$ cat config.mk
export PLATFORM = sky130hd
export DESIGN_NAME = counter_priority_task_scheduler
export DESIGN_NICKNAME = d
export VERILOG_FILES = /design/src/rtl/core/cpts_pkg.sv /design/src/rtl/core/cpts_ram.sv /design/src/rtl/core/cpts_scan_unit.sv /design/src/rtl/core/counter_priority_task_scheduler.sv
export VERILOG_INCLUDE_DIRS = /design/src /design/src/rtl/core
export SDC_FILE = /design/constraint.sdc
export NUM_CORES = 1
export LEC_CHECK = 0
export BUFFER_PORTS_ARGS = -buffer_cell sky130_fd_sc_hd__buf_2
export CAP_MARGIN = 20
export CORE_AREA = 2 2 311 313
export DETAILED_ROUTE_END_ITERATION = 16
export DIE_AREA = 0 0 313 315
export PLACE_DENSITY = 0.49
export SLEW_MARGIN = 20
export SYNTH_ARGS = -nofsm -noshare
export SYNTH_HDL_FRONTEND = slang
export SYNTH_SLANG_ARGS = --single-unit
$ cat constraint.sdc
create_clock -name i_clk -period 9.6 [get_ports i_clk]
set_input_delay 1.44 -clock i_clk [delete_from_list [all_inputs] [get_ports i_clk]]
set_output_delay 1.44 -clock i_clk [all_outputs]
set_load 0.05 [all_outputs]
$ cat src/rtl/core/counter_priority_task_scheduler_defines.svh
// Assertion macros used by the scheduler RTL.
`ifndef COUNTER_PRIORITY_TASK_SCHEDULER_DEFINES_SVH
`define COUNTER_PRIORITY_TASK_SCHEDULER_DEFINES_SVH

`ifndef SYNTHESIS
// same-cycle implication
`define CPTS_ASSERT_IMP(label, clk, rst_n, ante, cons) \
    label: assert property (@(posedge clk) disable iff (!(rst_n)) (ante) |-> (cons)) \
        else $error("scheduler assertion failed");
// next-cycle implication
`define CPTS_ASSERT_NXT(label, clk, rst_n, ante, cons) \
    label: assert property (@(posedge clk) disable iff (!(rst_n)) (ante) |=> (cons)) \
        else $error("scheduler assertion failed");
`else
`define CPTS_ASSERT_IMP(label, clk, rst_n, ante, cons)
`define CPTS_ASSERT_NXT(label, clk, rst_n, ante, cons)
`endif

`endif

$ cat src/rtl/core/cpts_pkg.sv
// Types and constants of the counter priority task scheduler.
`timescale 1ns / 1ps
package cpts_pkg;

    localparam int NUM_TASKS_DEF = 8;
    localparam int MS_PER_S      = 1000;
    localparam int SLP_W         = 26;

    localparam logic [9:0] TICK_MS_RST = 10'd10;

    localparam logic [1:0] ST_RUNNING  = 2'd0;
    localparam logic [1:0] ST_SLEEPING = 2'd1;
    localparam logic [1:0] ST_EXITED   = 2'd2;

    typedef enum logic [1:0] {
        OP_TICK  = 2'd0,
        OP_SLEEP = 2'd1,
        OP_LOAD  = 2'd2,
        OP_NOP   = 2'd3
    } t_op;

    typedef struct packed {
        logic        present;
        logic [1:0]  status;
        logic [7:0]  counter;
        logic [5:0]  prio;
        logic [31:0] wakeup;
    } t_entry;

    localparam t_entry ENTRY_RST = '{
        present: 1'b0,
        status:  ST_RUNNING,
        counter: 8'd0,
        prio:    6'd1,
        wakeup:  32'd0
    };

    typedef struct packed {
        t_entry wb;
        logic   hit;
    } t_scan_res;

    // lowest bit up: chosen, switched, none, recharged
    typedef struct packed {
        logic       rech;
        logic       none;
        logic       sw;
        logic [2:0] chosen;
    } t_result;

endpackage

$ cat src/rtl/core/cpts_ram.sv
// Generic single-write, single-read RAM with registered read data.
`timescale 1ns / 1ps
module cpts_ram #(
    parameter int WIDTH = 8,
    parameter int DEPTH = 8
) (
    input  logic                     i_clk,
    input  logic                     i_we,
    input  logic [$clog2(DEPTH)-1:0] i_waddr,
    input  logic [WIDTH-1:0]         i_wdata,
    input  logic                     i_re,
    input  logic [$clog2(DEPTH)-1:0] i_raddr,
    output logic [WIDTH-1:0]         o_rdata
);

    logic [WIDTH-1:0] r_mem [DEPTH];
    logic [WIDTH-1:0] r_q;

    always_ff @(posedge i_clk) begin
        if (i_we) begin
            r_mem[i_waddr] <= i_wdata;
        end
        if (i_re) begin
            r_q <= r_mem[i_raddr];
        end
    end

    assign o_rdata = r_q;

endmodule

$ cat src/rtl/core/cpts_scan_unit.sv
// Per-slot scan step: wake-up or recharge of one entry and best-counter compare.
`timescale 1ns / 1ps
module cpts_scan_unit
    import cpts_pkg::*;
(
    input  t_entry      i_entry,
    input  logic        i_pass,
    input  logic [31:0] i_now,
    input  logic        i_found,
    input  logic [7:0]  i_bcnt,
    output t_scan_res   o_res
);

    t_entry wb;

    always_comb begin
        wb = i_entry;
        if (!i_pass) begin
            if (i_entry.present && (i_entry.status != ST_EXITED) &&
                (i_now > i_entry.wakeup)) begin
                wb.status = ST_RUNNING;
            end
        end else if (i_entry.present) begin
            wb.counter = 8'(i_entry.prio) + {1'b0, i_entry.counter[7:1]};
        end
    end

    assign o_res.wb  = wb;
    assign o_res.hit = wb.present && (wb.status == ST_RUNNING) &&
                       (!i_found || (wb.counter > i_bcnt));

endmodule

$ cat src/rtl/core/counter_priority_task_scheduler.sv
// Top level of the counter priority task scheduler.
`timescale 1ns / 1ps
// Task slots live in one RAM, read one entry per cycle through its single
// registered read port. A load or a tick that only decrements reads and
// writes the current slot only; a tick that empties the slice or a sleep
// also walks every slot, and walks them twice when all counters recharge.
// No clearing pass after reset: per-slot valid bits make unwritten slots
// read as their reset value. A result held at the output does not stop the
// next beat from being accepted.
`include "counter_priority_task_scheduler_defines.svh"
module counter_priority_task_scheduler
    import cpts_pkg::*;
#(
    parameter int NUM_TASKS = NUM_TASKS_DEF
) (
    input  logic        i_clk,
    input  logic        i_rst_n,
    input  logic        i_cfg_we,
    input  logic [9:0]  i_cfg_wdata,     // tick_ms
    input  logic        i_s_axis_tvalid,
    output logic        o_s_axis_tready,
    // slot_index[2:0], slot_present[3], slot_status[5:4], slot_priority[11:6],
    // slot_counter[19:12], sleep_seconds[35:20], zero[39:36]
    input  logic [39:0] i_s_axis_tdata,
    input  logic [1:0]  i_s_axis_tuser,  // opcode[1:0]
    output logic        o_m_axis_tvalid,
    input  logic        i_m_axis_tready,
    // chosen_slot[2:0], switched[3], none_runnable[4], recharged[5], zero[7:6]
    output logic [7:0]  o_m_axis_tdata
);

    localparam int IW = $clog2(NUM_TASKS);
    localparam int CW = IW + 1;
    localparam int AW = (IW > 3) ? IW : 3;
    localparam int EW = $bits(t_entry);

    typedef enum logic [3:0] {
        S_IDLE = 4'b0001,
        S_CUR  = 4'b0010,
        S_SCAN = 4'b0100,
        S_DONE = 4'b1000
    } t_state;

    t_state               r_state, n_state;
    logic [9:0]           r_tick;
    logic [31:0]          r_now, n_now;
    logic [IW-1:0]        r_cur, n_cur;
    logic [NUM_TASKS-1:0] r_vbits;
    logic                 r_pend, n_pend;
    logic [CW-1:0]        r_idx, n_idx;
    logic                 r_pass, n_pass;
    logic                 r_found, n_found;
    logic                 r_rech, n_rech;
    logic                 r_sched, n_sched;
    logic                 r_ovld, n_ovld;
    logic [IW-1:0]        r_raddr, n_raddr;
    t_op                  r_op, n_op;
    logic [SLP_W-1:0]     r_slp_ms, n_slp_ms;
    t_entry               r_ld, n_ld;
    logic [7:0]           r_bcnt, n_bcnt;
    logic [IW-1:0]        r_best, n_best;
    logic                 r_p0, n_p0;
    t_result              r_out, n_out;

    logic          s_acc, emit, ld_in_range, sw;
    t_op           in_op;
    logic [AW-1:0] ld_ext, ch_ext;
    logic [IW-1:0] ch_idx;
    logic          rd_en, wr_en;
    logic [IW-1:0] rd_addr, wr_addr;
    t_entry        wr_data, e_rd;
    logic [EW-1:0] ram_q;
    t_scan_res     sr;

    assign in_op       = t_op'(i_s_axis_tuser);
    assign s_acc       = i_s_axis_tvalid && o_s_axis_tready;
    assign ld_ext      = AW'(i_s_axis_tdata[2:0]);
    assign ld_in_range = 32'(i_s_axis_tdata[2:0]) < 32'(NUM_TASKS);
    assign emit        = (r_state == S_DONE) && (!r_ovld || i_m_axis_tready);
    assign sw          = r_found || r_p0;
    assign ch_idx      = r_sched ? (r_found ? r_best : '0) : r_cur;
    assign ch_ext      = AW'(ch_idx);
    assign e_rd        = r_vbits[r_raddr] ? t_entry'(ram_q) : ENTRY_RST;

    cpts_ram #(
        .WIDTH (EW),
        .DEPTH (NUM_TASKS)
    ) u_ram (
        .i_clk   (i_clk),
        .i_we    (wr_en),
        .i_waddr (wr_addr),
        .i_wdata (wr_data),
        .i_re    (rd_en),
        .i_raddr (rd_addr),
        .o_rdata (ram_q)
    );

    cpts_scan_unit u_scan (
        .i_entry (e_rd),
        .i_pass  (r_pass),
        .i_now   (r_now),
        .i_found (r_found),
        .i_bcnt  (r_bcnt),
        .o_res   (sr)
    );

    always_comb begin
        n_state  = r_state;
        n_now    = r_now;
        n_cur    = r_cur;
        n_pend   = r_pend;
        n_idx    = r_idx;
        n_pass   = r_pass;
        n_found  = r_found;
        n_rech   = r_rech;
        n_sched  = r_sched;
        n_ovld   = r_ovld && !i_m_axis_tready;
        n_raddr  = r_raddr;
        n_op     = r_op;
        n_slp_ms = r_slp_ms;
        n_ld     = r_ld;
        n_bcnt   = r_bcnt;
        n_best   = r_best;
        n_p0     = r_p0;
        n_out    = r_out;
        rd_en    = 1'b0;
        rd_addr  = '0;
        wr_en    = 1'b0;
        wr_addr  = r_raddr;
        wr_data  = e_rd;

        case (r_state)
            S_IDLE: begin
                if (s_acc) begin
                    n_op         = in_op;
                    n_sched      = 1'b0;
                    n_ld.present = i_s_axis_tdata[3];
                    n_ld.status  = i_s_axis_tdata[5:4];
                    n_ld.prio    = (i_s_axis_tdata[11:6] == 6'd0) ? 6'd1
                                                                  : i_s_axis_tdata[11:6];
                    n_ld.counter = i_s_axis_tdata[19:12];
                    n_ld.wakeup  = '0;
                    n_slp_ms     = SLP_W'(i_s_axis_tdata[35:20]) * SLP_W'(MS_PER_S);
                    case (in_op)
                        OP_TICK, OP_SLEEP: begin
                            if (in_op == OP_TICK) begin
                                n_now = r_now + 32'(r_tick);
                            end
                            rd_en   = 1'b1;
                            rd_addr = r_cur;
                            n_pend  = 1'b1;
                            n_raddr = r_cur;
                            n_state = S_CUR;
                        end
                        OP_LOAD: begin
                            if (ld_in_range) begin
                                rd_en   = 1'b1;
                                rd_addr = ld_ext[IW-1:0];
                                n_pend  = 1'b1;
                                n_raddr = ld_ext[IW-1:0];
                                n_state = S_CUR;
                            end else begin
                                n_state = S_DONE;
                            end
                        end
                        default: begin
                            n_state = S_DONE;
                        end
                    endcase
                end
            end

            S_CUR: begin
                n_pend = 1'b0;
                wr_en  = 1'b1;
                case (r_op)
                    OP_TICK: begin
                        if (e_rd.counter > 8'd1) begin
                            wr_data.counter = e_rd.counter - 8'd1;
                            n_state         = S_DONE;
                        end else begin
                            wr_data.counter = 8'd0;
                            n_sched         = 1'b1;
                            n_state         = S_SCAN;
                        end
                    end
                    OP_SLEEP: begin
                        wr_data.wakeup = r_now + 32'(r_slp_ms);
                        wr_data.status = ST_SLEEPING;
                        n_sched        = 1'b1;
                        n_state        = S_SCAN;
                    end
                    default: begin
                        wr_data        = r_ld;
                        wr_data.wakeup = e_rd.wakeup;
                        n_state        = S_DONE;
                    end
                endcase
                n_idx   = '0;
                n_pass  = 1'b0;
                n_found = 1'b0;
                n_rech  = 1'b0;
            end

            S_SCAN: begin
                if (r_idx < CW'(NUM_TASKS)) begin
                    rd_en   = 1'b1;
                    rd_addr = r_idx[IW-1:0];
                    n_idx   = r_idx + CW'(1);
                    n_pend  = 1'b1;
                    n_raddr = r_idx[IW-1:0];
                end else begin
                    n_pend = 1'b0;
                end
                if (r_pend) begin
                    wr_en   = 1'b1;
                    wr_data = sr.wb;
                    if (sr.hit) begin
                        n_found = 1'b1;
                        n_bcnt  = sr.wb.counter;
                        n_best  = r_raddr;
                    end
                    if (!r_pass && (r_raddr == '0)) begin
                        n_p0 = e_rd.present;
                    end
                    if (r_raddr == IW'(NUM_TASKS - 1)) begin
                        if (!r_pass && n_found && (n_bcnt == 8'd0)) begin
                            n_pass  = 1'b1;
                            n_idx   = '0;
                            n_found = 1'b0;
                            n_rech  = 1'b1;
                        end else begin
                            n_state = S_DONE;
                        end
                    end
                end
            end

            S_DONE: begin
                if (emit) begin
                    n_ovld       = 1'b1;
                    n_out.chosen = ch_ext[2:0];
                    n_out.sw     = r_sched && sw;
                    n_out.none   = r_sched && !r_found;
                    n_out.rech   = r_sched && r_rech;
                    if (r_sched && sw) begin
                        n_cur = ch_idx;
                    end
                    n_state = S_IDLE;
                end
            end

            default: begin
                n_state = S_IDLE;
            end
        endcase
    end

    always_ff @(posedge i_clk) begin
        if (!i_rst_n) begin
            r_state <= S_IDLE;
            r_tick  <= TICK_MS_RST;
            r_now   <= '0;
            r_cur   <= '0;
            r_vbits <= '0;
            r_pend  <= 1'b0;
            r_idx   <= '0;
            r_pass  <= 1'b0;
            r_found <= 1'b0;
            r_rech  <= 1'b0;
            r_sched <= 1'b0;
            r_ovld  <= 1'b0;
        end else begin
            r_state <= n_state;
            if (i_cfg_we) begin
                r_tick <= i_cfg_wdata;
            end
            r_now <= n_now;
            r_cur <= n_cur;
            if (wr_en) begin
                r_vbits[wr_addr] <= 1'b1;
            end
            r_pend  <= n_pend;
            r_idx   <= n_idx;
            r_pass  <= n_pass;
            r_found <= n_found;
            r_rech  <= n_rech;
            r_sched <= n_sched;
            r_ovld  <= n_ovld;
        end
    end

    always_ff @(posedge i_clk) begin
        r_raddr  <= n_raddr;
        r_op     <= n_op;
        r_slp_ms <= n_slp_ms;
        r_ld     <= n_ld;
        r_bcnt   <= n_bcnt;
        r_best   <= n_best;
        r_p0     <= n_p0;
        r_out    <= n_out;
    end

    assign o_s_axis_tready = (r_state == S_IDLE);
    assign o_m_axis_tvalid = r_ovld;
    assign o_m_axis_tdata  = {2'b00, r_out};

    `CPTS_ASSERT_IMP(a_idle_no_read, i_clk, i_rst_n, r_state == S_IDLE, !r_pend)
    `CPTS_ASSERT_IMP(a_no_rw_clash, i_clk, i_rst_n, wr_en && rd_en, wr_addr != rd_addr)
    `CPTS_ASSERT_IMP(a_rech_has_pick, i_clk, i_rst_n, r_ovld, !(r_out.none && r_out.rech))
    `CPTS_ASSERT_NXT(a_cur_follows, i_clk, i_rst_n, emit && r_sched && r_found, r_cur == $past(r_best))
    `CPTS_ASSERT_IMP(a_cur_range, i_clk, i_rst_n, 1'b1, 32'(r_cur) < 32'(NUM_TASKS))

endmodule
After elaboration in Yosys (flattened, before gate mapping)
Memories as Yosys holds them, arrays and structs flattened. A register that Yosys moved wholly into a read port is not among the register bits.
Cells that the tools add are included.
Cells by class
  add/subtract/negate cells: 5
  multiply operators: 1
  order comparisons: 6
  eq/ne operators: 20
  mux-type cells: 72
  bitwise gates (word level): 1
  reductions and logical operators: 47
Operator list (count)
  one-hot mux 49 bit (2 select lines): 1
  two-way mux 49 bit: 1
  two-way mux 48 bit: 1
  two-way mux 8 bit: 6
  two-way mux 4 bit: 11
  adder 32 x 10 -> 32 bit: 1
  adder 32 x 26 -> 32 bit: 1
  > comparator 32 bit: 1
  two-way mux 32 bit: 1
  two-way mux 1 bit: 24
  one-hot mux 3 bit (2 select lines): 4
  multiplier 16 x 7 -> 23 bit, second input constant: 1
  two-way mux 3 bit: 6
  inequality test 2 bit, second input constant: 8
  one-hot mux 4 bit (2 select lines): 2
  one-hot mux 4 bit (4 select lines): 1
  one-hot mux 8 bit (2 select lines): 1
  AND reduction 4 bit: 4
  logical AND 1 bit: 14
  one-hot mux 1 bit (2 select lines): 6
  AND reduction 3 bit: 4
  adder 6 x 7 -> 8 bit: 1
  > comparator 8 x 1 -> 1 bit, second input constant: 1
  > comparator 8 bit: 1
  other kinds (34): 50
Word-level totals
  flip-flop bits (word level): 129
  bits in writable memories: 392
  input port bits: 57
  output and inout port bits: 10
  logic and storage cells: 178
  memories: 1
Memory list
  u_ram.r_mem: depth 8, width 49, rd ports 1, clocked after memory_dff 1, write ports 1, RTL line cpts_ram.sv:16  | logic [WIDTH-1:0] r_mem [DEPTH];

Depth between registers and ports, before layout
Gate-level depths: netlist of run 1.
  depth after elaboration: 20
  mapped depth: 22
  mapped depth without buffers: 20

Modules after synthesis
Synthesis of run 1 repeated with hierarchy kept, for this count alone.
Unflattened totals
  cells, all modules: 2076
  area, all modules: 28972.8 um2
By module, submodules not included
  cpts_ram: times used 1, cells each 628, area an instance 16233.1 um2, sequential area each 13242.7 um2
  counter_priority_task_scheduler: times used 1, cells each 1220, area an instance 11055.6 um2, sequential area each 3213.1 um2
  cpts_scan_unit: times used 1, cells each 228, area an instance 1684.1 um2, sequential area each 0.0 um2

Worst setup path after synthesis of run 1
OpenSTA, ideal clock, no wires.
  path type: register to register
  from: register r_state[0]
  to: memory u_ram.r_mem[4][0] (netlist name) (enable)
  library setup time: 0.599 ns
  arrival: 6.505 ns
  data required time: 9.001 ns
  path slack: 2.496 ns
  stages on the path, launching flop included: 5
  buffers on the path: 1
  period minus slack after synthesis: 7.104 ns
  cell sequence: dfxtp_1 -> nor4b_1 -> nor2_1 -> clkbuf_1 -> nor4b_1
Between the ends
  longest elaborated chain between the ends: 4
  elaborated cells on any way between the ends: 5
  those cells by class: eq/ne (2); mux (3)
Ends and longest elaborated chain
  start, declared: RTL line counter_priority_task_scheduler.sv:44  | t_state r_state, n_state;
  start signal, assigned: RTL line counter_priority_task_scheduler.sv:274  | r_state <= n_state;
  == test 4 x 3 -> 1 bit / == test 4 x 2 -> 1 bit (equally long branches): RTL line counter_priority_task_scheduler.sv:132  | case (r_state)
  one-hot mux 1 bit (2 select lines) *: RTL line counter_priority_task_scheduler.sv:132
  two-way mux 1 bit *: RTL line cpts_ram.sv:20  | if (i_we) begin
  two-way mux 1 bit (implied by the code) *: RTL line cpts_ram.sv:21  | r_mem[i_waddr] <= i_wdata;
  end, declared: RTL line cpts_ram.sv:16
Mark *: on every way between the ends. The rest lies on a longest branch, timed or not.

Worst setup path after layout of run 1
  from: register r_raddr[1]
  to: register r_idx[2]
Between the ends
  longest elaborated chain between the ends: 20
  elaborated cells on any way between the ends: 31
  those cells by class: add/sub (1); order compare (2); eq/ne (2); mux (17); reduce/logical (9)
Ends and longest elaborated chain
  start, declared: RTL line counter_priority_task_scheduler.sv:56  | logic [IW-1:0] r_raddr, n_raddr;
  start signal, assigned: RTL line counter_priority_task_scheduler.sv:294  | r_raddr <= n_raddr;
  parallel branches: the longest is 17 deep, another holds adder 6 x 7 -> 8 bit
  two-way mux 4 bit *: RTL line counter_priority_task_scheduler.sv:226  | if (r_raddr == IW'(NUM_TASKS - 1)) begin
  two-way mux 4 bit *: RTL line counter_priority_task_scheduler.sv:215  | if (r_pend) begin
  one-hot mux 4 bit (2 select lines) *: RTL line counter_priority_task_scheduler.sv:132
  end signal, assigned: RTL line counter_priority_task_scheduler.sv:284  | r_idx <= n_idx;
  end, declared: RTL line counter_priority_task_scheduler.sv:50  | logic [CW-1:0] r_idx, n_idx;
Mark *: on every way between the ends. The select of a mux whose other input is x is not followed.
A chain may end at the register's enable or synchronous reset.

==> reports/summary.md, run 1 <==
- **run status** finished clean
- **Top-Level Pins** 67
- **total CTS buffers** 66
- **capturing element type of the critical path** flop
- **Power Density** 207 nW/um^2
- **RD Place Congestion** 0.812
- **drt initial violations** 1,507
- **pin count of the biggest net entering global routing** 197
- **initial cell density of the core** 29.6%
- **number of enable flip-flop cells after synthesis** 504
- **final worst hold slack** 0.471 ns
- **category of the most critical setup path** reg2reg
- **startpoint type of the worst setup path** flop
- **number of buffer cells added on primary ports** 60
- **cells along the critical path** mux4_2 > mux2_4 > nand2_1 > inv_1 > ha_1 > ha_1 > a211o_2 > and3_1 > o311ai_0 > a2111o_1 > nand3_1 > ha_1 > nand3_1 > o2111a_1 > a211oi_4 > mux2i_2 > a311oi_1 > o21ai_0 > a21oi_1
- **number of storage elements in the synthesis netlist** 570
- **maximum buffer depth of the clock tree** 3
- **Hold Fails Final Rpt** 0
- **routed wirelength normalized by instance count** 18.7 um
- **worst hold-check path type** reg2reg
- **area growth from synthesis to final layout** 13.4%
- **core outline area** 95,700 sq um
- **post-cts repair resize count** 0
- **die extent in y** 315 um
- **accumulated negative setup slack** 0 ns
- **number of warnings printed during yosys synthesis** 0
- **slowest cell on the critical path** sky130_fd_sc_hd__edfxtp_1
- **setup repair after global routing missed its margin** false
- **crit share post-route** 68.2%
- **Reg clk slew, reported paths** 0.06 ns
- **critical path's largest stage delay** 0.71 ns
- **Critical Path Most Common Cell** sky130_fd_sc_hd__ha_1
- **minimum clock period** 6.54 ns
- **Antenna Cells** 0
- **fraction of layout cells with a size suffix above 1** 8.89%
- **setup fix buffers added after clock tree synthesis** 0
- **largest driver fanout on the critical path** 22
- **via count** 19,500
- **static leakage** 0.0118 uW
- **Max Slew Vio Count** 0
- **global-route congestion overflow total** 0
- **distinct cell type count of the synthesized netlist** 80
- **global-route wire length before repair** 114 mm
- **sequential share of the synthesized area** 58.1%
- **post-detailed-route via-to-cell ratio** 4.97
- **cts-stage hold buffer count** 0
- **root buffer cell** sky130_fd_sc_hd__clkbuf_16
- **async set or reset register ratio after synthesis** 0%
- **max-capacitance violation count** 0
- **initial antenna violation count** 0
- **Max H-tree Level** 3
- **Total GRT Usage** 14.8%
- **highest clock frequency the design can meet** 0.153 GHz
- **most frequently used flop master after synthesis** sky130_fd_sc_hd__edfxtp_1
- **TritonCTS clock tree** built
- **horizontal die dimension** 313 um
- **post-synthesis area per instance** 11.0 sq um
- **half-perimeter wire length of the detailed placement result** 43.7 mm
- **worst-skew pair later-pin latency** 0.61 ns
- **TritonRoute pass-1 iters** 6
- **Clock Sink Count** 570
- **Die Area** 98,600 sq um
- **Rows** 114
- **maximum ir drop on the vdd rail** 0.104 mV
- **Crit path arrival time** 7.02 ns
- **Post-Synthesis Cells** 2,572
- **fill cell count** 9,440
- **remaining antenna violation count** 0
- **fin nets** 2,853
- **Fin Clk Skew** 0.0240 ns
- **Cell Area, Synth** 28,300 sq um
- **number of global-route vias before repair** 19,500
- **worst slew slack as a fraction of its limit** 24.3%
- **sum of routed wire length over all layers** 73.5 mm
- **number of setup violations in the final report** 0
- **DRC** 0
- **transition at the pin with the smallest max-transition slack** 1.12 ns
- **required time at the worst-slack endpoint** 10.07 ns
==> power breakdown <==
part           total, uW  internal, uW  switching [uW]
Sequential          2980          2890            92.7
Combinational       1270           505             763
Clock               2410          1410            1000
Total               6660          4800            1860
==> state kept, by name (all words and copies together) (netlist names), 2 cells and up <==
signal,count
r_tick,10
r_cur,3
r_now,32
u_ram.r_mem,392
r_idx,4
r_op,2
r_bcnt,8
r_ld,17
o_m_axis_tdata,6
r_raddr,3
r_best,3
u_ram.o_rdata,49
r_vbits,8
r_state,4
r_slp_ms,23
==> logic make-up after synthesis <==
group	Yosys count	synth area share, %
buf+inv	196	2.74
compound gates	369	8.07
mux	32	1.30
fa+ha+maj	191	9.91
other cells	1	0.0132
flops	570	58.1
xor+xnor	62	1.92
simple gates	1151	18.0
==> path summary, 6_finish.rpt <==
check / startpoint / slack (ns) / cells after the start / to
setup / recovery: r_raddr[1] / 3.06 / 19 / r_idx[2]
hold / removal: r_vbits[1] / 0.47 / 2 / r_vbits[1]
setup reg to reg: r_raddr[1] / 3.06 / 19 / r_idx[2]
hold reg to reg: r_vbits[1] / 0.47 / 2 / r_vbits[1]
==> cells in the final DEF, fill, tap and decap left out, types with 6 or more instances in the layout <==
cell type / n
sky130_fd_sc_hd__nand3b_1: 7
sky130_fd_sc_hd__buf_2: 60
sky130_fd_sc_hd__nor3_1: 23
sky130_fd_sc_hd__a211oi_1: 17
sky130_fd_sc_hd__clkinv_2: 9
sky130_fd_sc_hd__edfxtp_1: 504
sky130_fd_sc_hd__a21oi_1: 75
sky130_fd_sc_hd__mux2i_1: 22
sky130_fd_sc_hd__xnor2_1: 46
sky130_fd_sc_hd__a21o_1: 22
sky130_fd_sc_hd__nand2b_1: 10
sky130_fd_sc_hd__clkinv_1: 9
sky130_fd_sc_hd__clkbuf_16: 66
sky130_fd_sc_hd__buf_4: 31
sky130_fd_sc_hd__nor2_1: 118
sky130_fd_sc_hd__nand2_1: 592
sky130_fd_sc_hd__ha_1: 134
sky130_fd_sc_hd__a31oi_1: 12
sky130_fd_sc_hd__inv_1: 66
sky130_fd_sc_hd__o31ai_1: 6
sky130_fd_sc_hd__a22oi_1: 6
sky130_fd_sc_hd__or3_1: 14
sky130_fd_sc_hd__and3_1: 13
sky130_fd_sc_hd__nor2b_1: 19
sky130_fd_sc_hd__o21ai_0: 149
sky130_fd_sc_hd__clkbuf_1: 13
sky130_fd_sc_hd__and2_1: 14
sky130_fd_sc_hd__o211ai_1: 9
sky130_fd_sc_hd__dfxtp_1: 66
sky130_fd_sc_hd__xor2_1: 16
sky130_fd_sc_hd__nand4_1: 13
sky130_fd_sc_hd__fa_1: 56
sky130_fd_sc_hd__o21a_1: 7
sky130_fd_sc_hd__nand3_1: 288
==> per-layer routing <==
layer / GRT usage (%) / wire length [um] / share of wire (%)
met3: 2.32 / 3380 / 4.6
met5: 0 / 0 / 0
met2: 24.9 / 35000 / 48
met4: 4.21 / 1600 / 2.2
met1: 19.9 / 33600 / 46
==> critical path: cells and delay by family (launching register included) <==
kind                     cells  cell delay [ns]
AO/OA/AOI/OAI                8             2.52
multiplexers                 3             1.47
adder cells (fa/ha/maj)      3             0.88
flip-flops                   1             0.71
AND/OR/NAND/NOR              4             0.70
buffers and inverters        1             0.11
==> area by class of cell <==
type,count,area [sq um],area share [%]
flip-flops and latches,570,16500,51.2
multi-input cells,1807,11200,34.9
clock buffers,83,1750,5.44
well taps,1276,1600,4.97
repair buffers,93,558,1.74
clock inverters,33,310,0.965
inverters,68,255,0.794
==> Yosys cell counts (19+ instances only) <==
cell type	n	share of area [%]
sky130_fd_sc_hd__o21ai_0	149	2.6
sky130_fd_sc_hd__nor2b_1	19	0.42
sky130_fd_sc_hd__fa_1	56	4.0
sky130_fd_sc_hd__a21o_1	22	0.58
sky130_fd_sc_hd__dfxtp_1	66	4.7
sky130_fd_sc_hd__clkbuf_1	103	1.4
sky130_fd_sc_hd__nand2_1	592	7.8
sky130_fd_sc_hd__mux2i_1	22	0.78
sky130_fd_sc_hd__inv_1	67	0.89
sky130_fd_sc_hd__edfxtp_1	504	53
sky130_fd_sc_hd__xnor2_1	46	1.4
sky130_fd_sc_hd__nor3_1	25	0.44
sky130_fd_sc_hd__a21oi_1	75	1.3
sky130_fd_sc_hd__nand3_1	288	5.1
sky130_fd_sc_hd__ha_1	134	5.9
sky130_fd_sc_hd__nor2_1	119	1.6
==> metrics by stage <==
stage	utilization (%)	cell area, sq um	total power, uW	setup WS, ns	instances
3_3_place_gp	31.4	30100	4290	3.17	3813
4_1_cts	33.6	32100	6750	3.10	3929
6_report	33.6	32100	6660	3.06	3930
3_5_place_dp	31.4	30100	4310	3.13	3813
5_1_grt	33.6	32100	7000	2.73	3930
2_1_floorplan	-	28300	3940	2.50	2573
(Power assumes the default switching activity.)
==> run 2, diff against run 1 <==
--- a/config.mk
+++ b/config.mk
@@ -6,6 +6,7 @@
 export SDC_FILE = /design/constraint.sdc
 export NUM_CORES = 1
 export LEC_CHECK = 0
+export ABC_AREA = 1
 export BUFFER_PORTS_ARGS = -buffer_cell sky130_fd_sc_hd__buf_2
 export CAP_MARGIN = 20
 export CORE_AREA = 2 2 311 313
==> constraint.sdc (replaced) <==
create_clock -name i_clk -period 6.1 [get_ports i_clk]
set_input_delay 0.915 -clock i_clk [delete_from_list [all_inputs] [get_ports i_clk]]
set_output_delay 0.915 -clock i_clk [all_outputs]
set_load 0.05 [all_outputs]
==> run 2 against run 1 <==
Wire length decreased by 2.6%; clock skew decreased by 0.0017 ns; sequential power increased by 57%; worst setup slack got worse by 2.3 ns; hold slack got worse by 0.0054 ns; final cell count increased by 3.5%; total power increased by 57%; core utilization about the same; sequential share of layout area about the same; via count decreased by 1.6%; largest power group unchanged.
==> reports/summary.md, run 2 <==
- **run status** finished clean, unchanged
- **logic depth of the worst register-to-register path** 35, was 19
- **post-synthesis area per instance** 10.5 sq um, was 11.0 sq um
- **area growth from synthesis to final layout** 13.3%, was 13.4%
- **Fin Clk Skew** 0.0223 ns, was 0.0240 ns
- **TritonRoute pass-1 iters** 5, was 6
- **worst slew slack as a fraction of its limit** 28.4%, was 24.3%
- **die extent in y** 315 um, unchanged
- **max-capacitance violation count** 0, unchanged
- **Critical Path Most Common Cell** sky130_fd_sc_hd__nand2_1, was sky130_fd_sc_hd__ha_1
- **drt initial violations** 1,263, was 1,507
- **static leakage** 0.0122 uW, was 0.0118 uW
- **number of instances on the worst hold path** 1, was 2
- **post-cts repair resize count** 0, unchanged
- **most repeated cell in the gate-level netlist after synthesis** sky130_fd_sc_hd__edfxtp_1, was sky130_fd_sc_hd__nand2_1
- **worst-skew pair later-pin latency** 0.63 ns, was 0.61 ns
- **setup repair after global routing missed its margin** false, unchanged
- **accumulated negative setup slack** 0 ns, unchanged
- **pin count of the biggest net entering global routing** 149, was 197
- **ranking of synthesized cells by area** sky130_fd_sc_hd__edfxtp_1 (53%), sky130_fd_sc_hd__nor2_1 (6.3%), sky130_fd_sc_hd__ha_1 (5.9%), sky130_fd_sc_hd__o21ai_0 (5.3%), sky130_fd_sc_hd__dfxtp_1 (4.7%), was sky130_fd_sc_hd__edfxtp_1 (53%), sky130_fd_sc_hd__nand2_1 (7.8%), sky130_fd_sc_hd__ha_1 (5.9%), sky130_fd_sc_hd__nand3_1 (5.1%), sky130_fd_sc_hd__dfxtp_1 (4.7%)
- **RD Place Congestion** 0.845, was 0.812
- **Power Density** 324 nW/um^2, was 207 nW/um^2
- **via count** 19,200, was 19,500
- **routed wirelength normalized by instance count** 17.6 um, was 18.7 um
- **number of warnings printed during yosys synthesis** 0, unchanged
- **r2r endpoint** r_idx[2], unchanged
- **cell taking the most area after synthesis** sky130_fd_sc_hd__edfxtp_1, unchanged
- **core outline area** 95,700 sq um, unchanged
- **highest clock frequency the design can meet** 0.185 GHz, was 0.153 GHz
- **Post-Synthesis Cells** 2,695, was 2,572
- **Crit path arrival time** 5.88 ns, was 7.02 ns
- **root buffer cell** sky130_fd_sc_hd__clkbuf_16, unchanged
- **transition at the pin with the smallest max-transition slack** 1.06 ns, was 1.12 ns
- **combined flip-flop and latch cell area** 16,500 sq um, unchanged
- **sum of routed wire length over all layers** 71.6 mm, was 73.5 mm
- **global-route congestion overflow total** 0, unchanged
- **worst hold-check path type** in2reg, was reg2reg
- **final cell count without fillers** 4,068, was 3,930
- **sequential share of the synthesized area** 58.0%, was 58.1%
- **cts-stage hold buffer count** 0, unchanged
- **initial cell density of the core** 29.7%, was 29.6%
- **horizontal die dimension** 313 um, unchanged
- **setup fix buffers added after clock tree synthesis** 0, unchanged
- **maximum ir drop on the vdd rail** 0.225 mV, was 0.104 mV
- **number of placed instances with taps included** 3,957, was 3,813
- **crit share post-route** 88.4%, was 68.2%
- **R2R Setup Slk** 0.71 ns, was 3.06 ns
- **Die Area** 98,600 sq um, unchanged
- **Hold Fails Final Rpt** 0, unchanged
- **Clock Sink Count** 570, unchanged
- **minimum clock period** 5.39 ns, was 6.54 ns
- **worst reg2reg startpoint** r_raddr[0], was r_raddr[1]
- **largest driver fanout on the critical path** 30, was 22
- **fin nets** 2,989, was 2,853
- **number of enable flip-flop cells after synthesis** 504, unchanged
- **Total GRT Usage** 14.6%, was 14.8%
- **global-route wire length before repair** 112 mm, was 114 mm
- **most common cell after layout, fill and taps aside** sky130_fd_sc_hd__edfxtp_1, was sky130_fd_sc_hd__nand2_1
- **leading post-synthesis cells by instance count** sky130_fd_sc_hd__edfxtp_1 (504), sky130_fd_sc_hd__nor2_1 (480), sky130_fd_sc_hd__nand2_1 (324), was sky130_fd_sc_hd__nand2_1 (592), sky130_fd_sc_hd__edfxtp_1 (504), sky130_fd_sc_hd__nand3_1 (288)
- **Most flops, register** u_ram.r_mem, unchanged
- **fill cell count** 9,640, was 9,440
- **Synth top area share** 53.3%, was 53.4%
- **Reg clk slew, reported paths** 0.07 ns, was 0.06 ns
- **async set or reset register ratio after synthesis** 0%, unchanged
- **Max Slew Vio Count** 0, unchanged
- **slowest cell on the critical path** sky130_fd_sc_hd__edfxtp_1, unchanged
- **number of storage elements in the synthesis netlist** 570, unchanged
- **remaining antenna violation count** 0, unchanged
- **Largest register FFs** 392, unchanged
- **post-detailed-route via-to-cell ratio** 4.72, was 4.97
- **total CTS buffers** 59, was 66
- **most used cells in the layout excluding fill and tap cells** sky130_fd_sc_hd__edfxtp_1 (504), sky130_fd_sc_hd__nor2_1 (478), sky130_fd_sc_hd__nand2_1 (322), was sky130_fd_sc_hd__nand2_1 (592), sky130_fd_sc_hd__edfxtp_1 (504), sky130_fd_sc_hd__nand3_1 (288)
- **distinct cell type count of the synthesized netlist** 62, was 80
- **area of the multi-input gates** 10,700 sq um, was 11,200 sq um
- **capturing element type of the critical path** flop, unchanged
- **startpoint of the lowest-slack hold path** i_s_axis_tdata[15], was r_vbits[1]
- **initial antenna violation count** 6, was 0
- **overall power consumption** 10,400 uW, was 6660 uW
- **Cell Area, Synth** 28,400 sq um, was 28,300 sq um
- **category of the most critical setup path** reg2reg, unchanged
- **TritonCTS clock tree** built, unchanged
- **number of global-route vias before repair** 18,900, was 19,500
- **number of buffer cells added on primary ports** 60, unchanged
- **fraction of layout cells with a size suffix above 1** 9.75%, was 8.89%
- **startpoint type of the worst setup path** flop, unchanged
- **DRC** 0, unchanged
- **half-perimeter wire length of the detailed placement result** 44.6 mm, was 43.7 mm
- **Max H-tree Level** 2, was 3
- **required time at the worst-slack endpoint** 6.59 ns, was 10.07 ns
- **destination of the worst hold path** r_ld[41], was r_vbits[1]
- **number of setup violations in the final report** 0, unchanged
- **maximum buffer depth of the clock tree** 3, unchanged
- **critical path's largest stage delay** 0.59 ns, was 0.71 ns
- **Top-Level Pins** 67, unchanged
- **most frequently used flop master after synthesis** sky130_fd_sc_hd__edfxtp_1, unchanged
- **Rows** 114, unchanged
run 2: worst max path at each step:
stage,start,endpoint,slack (ns),cells after the start
floorplan,r_state[0],u_ram.r_mem[4][0],0.31,9
global placement,i_s_axis_tdata[23],r_slp_ms[25],0.60,20
detailed placement,i_s_axis_tdata[20],r_slp_ms[25],0.60,22
CTS,r_raddr[0],r_idx[2],0.71,35
global route,r_raddr[0],r_idx[2],0.27,35
finish,r_raddr[0],r_idx[2],0.71,35
run 2: cell type report:
cell class / count / area share [%]
sequential: 570 / 51.2
multi-input combinational: 1803 / 33.3
clock buffer: 67 / 4.88
clock inverter: 43 / 1.26
timing repair buffer: 92 / 1.80
tap: 1276 / 4.97
antenna: 1 / 0.00778
inverter: 216 / 2.56
run 2: cell families after synthesis:
kind of cell	after synthesis	share of synthesized area, %
buffers and inverters	323	4.45
DFF	570	58.0
xor gates and xnor gates	53	1.64
and+or+nand+nor	976	14.8
other	1	0.0132
adders and majority gates	190	9.86
AOI/OAI and AO/OA	582	11.3
run 2: worst max-delay path: cells and delay by family (launching register included):
family,cells,cell delay [ns]
AO/OA/AOI/OAI,2,0.47
adder cells (fa/ha/maj),3,0.70
buffers and inverters,4,0.64
flip-flops,1,0.59
AND/OR/NAND/NOR,26,2.81
run 2: report_power, final:
group	internal [uW]	total (uW)	switching, uW
Clock	2140	3700	1570
Sequential	4560	4670	112
Combinational	732	2040	1310
Total	7430	10400	2990
run 2: per-layer routing:
| layer | global-route usage, % | wire [um] | vias to the layer above |
|---|---|---|---|
| met4 | 3.28 | 1270 | 2 |
| met1 | 20.4 | 34500 | 9312 |
| met3 | 2.05 | 2700 | 90 |
| li1 | - | - | 9505 |
| met2 | 24.0 | 33200 | 300 |
| met5 | 0 | 15 | - |
run 2: stage by stage:
step,area [sq um],hold WS (ns),setup slack (ns),util [%]
6_report,32100,0.466,0.707,33.6
5_1_grt,32100,0.430,0.272,33.6
4_1_cts,32100,0.420,0.712,33.6
3_5_place_dp,30200,0.459,0.600,31.5
3_3_place_gp,30200,0.450,0.603,31.5
2_1_floorplan,28400,0.421,0.308,-
==> run 3, diff against run 2 <==
--- a/config.mk
+++ b/config.mk
@@ -12,7 +12,6 @@
 export CORE_AREA = 2 2 311 313
 export DETAILED_ROUTE_END_ITERATION = 16
 export DIE_AREA = 0 0 313 315
-export PLACE_DENSITY = 0.49
 export SLEW_MARGIN = 20
 export SYNTH_ARGS = -nofsm -noshare
 export SYNTH_HDL_FRONTEND = slang
==> run 3 against run 2 <==
Sequential power hardly changed; clock-buffer cell count is 10 higher; fmax is 2.7% higher; global-route usage is 1.0 points lower; via count is 1.3% higher; die area stayed put; hold slack better by 0.0064 ns; combinational power hardly changed; clock skew is 0.0067 ns lower; total power is 2.0% higher; sequential share of layout area is 0.30 points lower.
==> reports/summary.md, run 3 (same netlist as run 2, synthesis figures left out) <==
- **static leakage** 0.0123 uW, was 0.0122 uW
- **Routed met3 length** 3.29 mm, was 2.70 mm
- **Die Area** 98,600 sq um, unchanged
- **Max Slew Vio Count** 0, unchanged
- **most used cells in the layout excluding fill and tap cells** sky130_fd_sc_hd__edfxtp_1 (504), sky130_fd_sc_hd__nor2_1 (478), sky130_fd_sc_hd__nand2_1 (322), unchanged
- **horizontal die dimension** 313 um, unchanged
- **Reg clk slew, reported paths** 0.06 ns, was 0.07 ns
- **Crit path arrival time** 5.73 ns, was 5.88 ns
- **Top-Level Pins** 67, unchanged
- **final std cell area, no fill** 32,300 sq um, was 32,100 sq um
- **area of the multi-input gates** 10,700 sq um, unchanged
- **half-perimeter wire length of the detailed placement result** 41.8 mm, was 44.6 mm
- **max-capacitance violation count** 0, unchanged
- **final worst hold slack** 0.472 ns, was 0.466 ns
- **number of instances on the worst hold path** 1, unchanged
- **core outline area** 95,700 sq um, unchanged
- **Hold Fails Final Rpt** 0, unchanged
- **setup repair after global routing missed its margin** false, unchanged
- **Largest register FFs** 392, unchanged
- **transition at the pin with the smallest max-transition slack** 1.09 ns, was 1.06 ns
- **most common cell after layout, fill and taps aside** sky130_fd_sc_hd__edfxtp_1, unchanged
- **capturing element type of the critical path** flop, unchanged
- **TritonCTS clock tree** built, unchanged
- **Power Density** 329 nW/um^2, was 324 nW/um^2
- **met2 wire len** 31.3 mm, was 33.2 mm
- **number of global-route vias before repair** 18,400, was 18,900
- **initial cell density of the core** 29.7%, unchanged
- **Total GRT Usage** 13.5%, was 14.6%
- **global-route congestion overflow total** 0, unchanged
- **drt initial violations** 1,747, was 1,263
- **maximum ir drop on the vdd rail** 0.237 mV, was 0.225 mV
- **pin count of the biggest net entering global routing** 164, was 149
- **crit share post-route** 86.1%, was 88.4%
- **die extent in y** 315 um, unchanged
- **Antenna Cells** 0, was 1
- **DRC** 0, unchanged
- **highest clock frequency the design can meet** 0.190 GHz, was 0.185 GHz
- **critical path's largest stage delay** 0.59 ns, about the same
- **cts-stage hold buffer count** 0, unchanged
- **RD Place Congestion** 0.875, was 0.845
- **maximum buffer depth of the clock tree** 3, unchanged
- **number of setup violations in the final report** 0, unchanged
- **required time at the worst-slack endpoint** 6.58 ns, was 6.59 ns
- **fin nets** 2,988, was 2,989
- **Critical Path Most Common Cell** sky130_fd_sc_hd__nand2_1, unchanged
- **post-detailed-route via-to-cell ratio** 4.79, was 4.72
- **instance area at placement** 30,200 sq um, about the same
- **via count** 19,500, was 19,200
- **Rows** 114, unchanged
- **routed wirelength normalized by instance count** 16.7 um, was 17.6 um
- **area growth from synthesis to final layout** 13.9%, was 13.3%
- **category of the most critical setup path** reg2reg, unchanged
- **remaining antenna violation count** 0, unchanged
- **worst slew slack as a fraction of its limit** 27.5%, was 28.4%
- **fraction of layout cells with a size suffix above 1** 9.82%, was 9.75%
- **fill cell count** 9,470, was 9,640
- **accumulated negative setup slack** 0 ns, unchanged
- **Max H-tree Level** 2, unchanged
- **worst hold-check path type** in2reg, unchanged
- **top routing layer in use** met4, was met5
- **TritonRoute pass-1 iters** 5, unchanged
- **setup fix buffers added after clock tree synthesis** 0, unchanged
- **worst-skew pair later-pin latency** 0.62 ns, was 0.63 ns
- **sum of routed wire length over all layers** 67.8 mm, was 71.6 mm
- **combined flip-flop and latch cell area** 16,500 sq um, unchanged
- **Fin Clk Skew** 0.0157 ns, was 0.0223 ns
- **initial antenna violation count** 0, was 6
- **Clock Sink Count** 570, unchanged
- **global-route wire length before repair** 106 mm, was 112 mm
- **slowest cell on the critical path** sky130_fd_sc_hd__edfxtp_1, unchanged
- **startpoint type of the worst setup path** flop, unchanged
- **logic depth of the worst register-to-register path** 35, unchanged
- **largest driver fanout on the critical path** 23, was 30
- **minimum clock period** 5.25 ns, was 5.39 ns
- **run status** finished clean, unchanged
- **root buffer cell** sky130_fd_sc_hd__clkbuf_16, unchanged
- **Most flops, register** u_ram.r_mem, unchanged
- **post-cts repair resize count** 0, unchanged
- **number of buffer cells added on primary ports** 60, unchanged
- **detailed-route wire length on metal 1** 31.7 mm, was 34.5 mm
- **total CTS buffers** 58, was 59
## run 3: path summary, 6_finish.rpt
kind / endpoint / slack [ns] / start
worst max register to register: r_idx[2] / 0.85 / r_raddr[0]
worst min register to register: r_vbits[4] / 0.48 / r_vbits[4]
worst min-delay path: r_ld[47] / 0.47 / i_s_axis_tdata[5]
worst max-delay path: r_idx[2] / 0.85 / r_raddr[0]
## run 3: power breakdown
group          switching [uW]  internal [uW]  leakage [uW]
Combinational            1280            730       0.00604
Sequential                119           4560       0.00521
Clock                    1510           2430       0.00103
## run 3: final cells by class
cell class | count | share of cell area [%]
inverters | 216 | 2.54
flip-flops and latches | 570 | 50.9
clock buffers | 77 | 5.06
multi-input cells | 1803 | 33.1
repair buffers | 92 | 1.90
well taps | 1276 | 4.94
clock inverters | 33 | 1.52
## run 3: routing by layer
metal	GRT usage [%]	vias to the layer above
met5	0	-
met2	22.2	501
met4	3.43	0
li1	-	9507
met3	1.64	92
met1	19.1	9368
## run 3: stage by stage
stage / worst slack [ns] / utilization [%] / cells / power (uW)
final: 0.849 / 33.8 / 4067 / 10600
after CTS: 0.862 / 33.8 / 4067 / 10700
after floorplan: 0.308 / - / 2696 / 6250
after global routing: 0.364 / 33.8 / 4067 / 11200
after detailed placement: 0.622 / 31.6 / 3957 / 6790
after global placement: 0.581 / 31.6 / 3957 / 6770
## run 3: critical path, delay by kind of cell (launching register included)
kind                       cells  cell delay (ns)
adders and majority gates      3             0.67
buffers and inverters          4             0.63
DFF                            1             0.59
AOI/OAI and AO/OA              2             0.47
and+or+nand+nor               26             2.71
